`config.mk`:
```
export PLATFORM = sky130hd
export DESIGN_NAME = amu_fifo
export DESIGN_NICKNAME = d
export VERILOG_FILES = /design/src/hw/rtl/amu_fifo.sv
export SDC_FILE = /design/constraint.sdc
export NUM_CORES = 1
export LEC_CHECK = 0
export BUFFER_PORTS_ARGS = -buffer_cell sky130_fd_sc_hd__buf_2
export CORE_AREA = 2 2 39 41
export DETAILED_ROUTE_END_ITERATION = 10
export DIE_AREA = 0 0 41 43
export GPL_TIMING_DRIVEN = 0
export MAX_ROUTING_LAYER = met4
export PLACE_DENSITY = 0.44
export SYNTH_ARGS = -nofsm -noshare
export SYNTH_HDL_FRONTEND = slang
export SYNTH_SLANG_ARGS = --single-unit
```
`constraint.sdc`:
```
create_clock -name clk -period 2.17 [get_ports clk]
set_clock_uncertainty 0.2 [all_clocks]
set_input_delay 0.1085 -clock clk [delete_from_list [all_inputs] [get_ports clk]]
set_output_delay 0.1085 -clock clk [all_outputs]
set_load 0.05 [all_outputs]
```
`src/hw/rtl/amu_fifo.sv`:
```
// ----------------------------------------------------------------------------
// amu_fifo
// Small register queue with combinational head read.
// ----------------------------------------------------------------------------
module amu_fifo #(
	parameter int unsigned WIDTH = 1,
	parameter int unsigned DEPTH = 2
) (
	input  logic             clk,
	input  logic             arst_n,
	input  logic             wr_en,
	input  logic [WIDTH-1:0] wr_data,
	input  logic             rd_en,
	output logic [WIDTH-1:0] rd_data,
	output logic             empty,
	output logic             full
);
	localparam int unsigned PW = (DEPTH > 1) ? $clog2(DEPTH) : 1;
	localparam int unsigned CW = $clog2(DEPTH + 1);

	logic [WIDTH-1:0] mem [DEPTH];
	logic [PW-1:0]    wr_ptr_q;
	logic [PW-1:0]    rd_ptr_q;
	logic [CW-1:0]    cnt_q;

	assign rd_data = mem[rd_ptr_q];
	assign empty   = (cnt_q == '0);
	assign full    = (cnt_q == CW'(DEPTH));

	always_ff @(posedge clk) begin
		if (wr_en) begin
			mem[wr_ptr_q] <= wr_data;
		end
	end

	always_ff @(posedge clk or negedge arst_n) begin
		if (!arst_n) begin
			wr_ptr_q <= '0;
			rd_ptr_q <= '0;
			cnt_q    <= '0;
		end else begin
			if (wr_en) begin
				wr_ptr_q <= (wr_ptr_q == PW'(DEPTH - 1)) ? '0 : wr_ptr_q + 1'b1;
			end
			if (rd_en) begin
				rd_ptr_q <= (rd_ptr_q == PW'(DEPTH - 1)) ? '0 : rd_ptr_q + 1'b1;
			end
			if (wr_en && !rd_en) begin
				cnt_q <= cnt_q + 1'b1;
			end else if (!wr_en && rd_en) begin
				cnt_q <= cnt_q - 1'b1;
			end
		end
	end

endmodule

```
==> out/results.ini <==
[clock_network]
clk_pin_slew_ns=0.05
cts_root_buf=clkbuf_4
cts_buffers=3
cts_resized=0
cts.sinks=6
cts_setup_buffers=0
clk_latency_ns=0.24
cts.htree.levels=1
cts_tree=built
max-clock-path-buffers=2

[synthesis]
synth_area_um2=260
ys_ff_latch=6
yosys-top-cells-area=dfrtp_1 38%, edfxtp_1 23%, xor2_1 13%
seq_area_frac_synth=0.615
yosysUniqueCellTypes=11
synth_top_cell_area_share=0.385
synth_area_per_cell_um2=13.7
yosys_warnings=0
syn-instance-count=19
syn-num-nets=25
yosys.area.top_type=dfrtp_1

[critical_path]
crit_top_cell=dlygate4sd3_1
path_cells=dlygate4sd3_1, dlygate4sd3_1, buf_2, dlygate4sd3_1
cp_max_fo=4
cp_slowest_cell=dlygate4sd3_1
critPathMaxStageDelay_ns=0.56
required_ns=2.44
crit_path_end_kind=async pin
reg2reg_depth=3
critPathKind=in -> async
critPathLaunchType=input port
arrival_ns=1.89
rrSetupSlack_ns=1.03

[sta]
rsz0062_at_grt=no
finalCriticalPeriod_ns=1.62
setup_violations=0
slew_viol_final=0
fmax_mhz=618
fin_tns_setup_ns=0
max_slew_margin=0.835
final_hold_viol_count=0
worst_pin_slew_ns=0.249
finalCritPeriodShare=0.746

[finish]
nFillCells=141
syn_to_final_growth_pct=54.3
n_antenna_cell=0
drive_gt1_frac=0.333
nets=43

[floorplan]
io_pins=8
rows=14
dieArea_um2=1760
die_h_um=43
core_um2=1380
fp.dieW_um=41
start_util=0.188

[run]
cap_violations=0

[min_path]
hold_depth=1
hp-class=reg -> reg

[detailed_routing]
detail_route.wl_per_cell_um=9.54
wirelength_um=496
drtIter0Drc=1
drc=0
ant_nets=0
vias_per_cell=3.71
vias=193
first_pass_iters=3

[pwr]
irDropWorstVdd_mv=0.584
p_total_mw=0.534
powerDensity_nw_per_um2=1330
p_leak_nw=0.186

[global_routing]
grt_pass1_wl_um=821
grt-ovfl-total=0
grt_pass1_vias=218
grt_usage=0.0829
antenna_found_initial=0
grt_max_degree=5

[placed_design]
dp_hpwl_um=341
gp_congestion=0.659
portBuffers=7

[run_status]
status=finished, final reports clean

==> logic make-up (layout without fill, tap and decap cells) <==
family	Yosys count	in the layout	share of synthesized area
buffers and inverters	1	18	0.0144
AND/OR/NAND/NOR	5	5	0.111
XOR/XNOR	5	5	0.168
multiplexers	1	1	0.0433
flip-flops	6	6	0.615
adder cells (fa/ha/maj)	1	1	0.0481
==> cell usage after synthesis <==
cell type and count:
and2_1 1, inv_1 1, dfrtp_1 4, nor2b_1 1, ha_1 1, mux2_2 1, nor2_1 2, and2b_2 1
edfxtp_1 2, xnor2_1 1, xor2_1 4
==> worst paths after layout <==
path                               start  endpoint
max in group clk                rd_ptr_q   rd_data
worst max-delay path              arst_n  wr_ptr_q
worst min register to register  wr_ptr_q  wr_ptr_q
worst min-delay path            wr_ptr_q  wr_ptr_q
min in group asynchronous         arst_n  rd_ptr_q
worst max register to register  cnt_q[0]  cnt_q[1]
==> report_power, final <==
group | internal [mW] | switching (mW) | total [mW]
clock | 0.0698 | 0.0419 | 0.112
combinational | 0.0779 | 0.140 | 0.217
sequential | 0.166 | 0.0395 | 0.205
==> critical path, delay by kind of cell <==
family / cells / cell delay, ns
buffers and inverters: 4 / 1.78
==> through the flow <==
| step | instance area (µm²) | setup slack [ns] | utilization | hold slack (ns) | cells |
|---|---|---|---|---|---|
| final | 402 | 0.552 | 0.290 | 0.284 | 52 |
| after global routing | 402 | 0.474 | 0.290 | 0.319 | 52 |
| after CTS | 402 | 0.566 | 0.290 | 0.291 | 52 |
| after detailed placement | 315 | 0.968 | 0.228 | -0.280 | 42 |
| after global placement | 315 | 0.983 | 0.228 | -0.285 | 42 |
| after floorplan | 260 | 0.792 | - | -0.387 | 19 |
==> cell usage in the layout (no fill, tap or decap), drive strengths merged, types with 2 or more instances in the layout <==
cell type,count
nor2,2
dfrtp,4
dlygate4sd3,6
edfxtp,2
xor2,4
buf,7
clkbuf,4
==> metal layers <==
metal / part of all wire / GRT usage
met1: 0.47 / 0.0822
met2: 0.44 / 0.106
met3: 0.081 / 0.0628
met4: 0 / 0.0600
met5: 0 / -
==> repair_timing <==
| action | CTS | global route |
|---|---|---|
| hold endpoints to repair | 8 | 0 |
| hold buffers | 6 | 0 |
| setup endpoints to repair | 0 | 0 |
==> sequential cells by signal, indices dropped and copies added, names as in the netlist <==
| name | flops |
|---|---|
| mem | 2 |
| rd_ptr_q | 1 |
| wr_ptr_q | 1 |
| cnt_q | 2 |
==> final cells by class <==
type	count	area, µm²	area share
flip-flops and latches	6	160	0.399
multi-input cells	12	96.3	0.240
repair buffers	13	95.1	0.237
clock buffers	4	26.3	0.0654
well taps	16	20.0	0.0498
inverters	1	3.75	0.00935
Power figures use the tool's default switching activity.
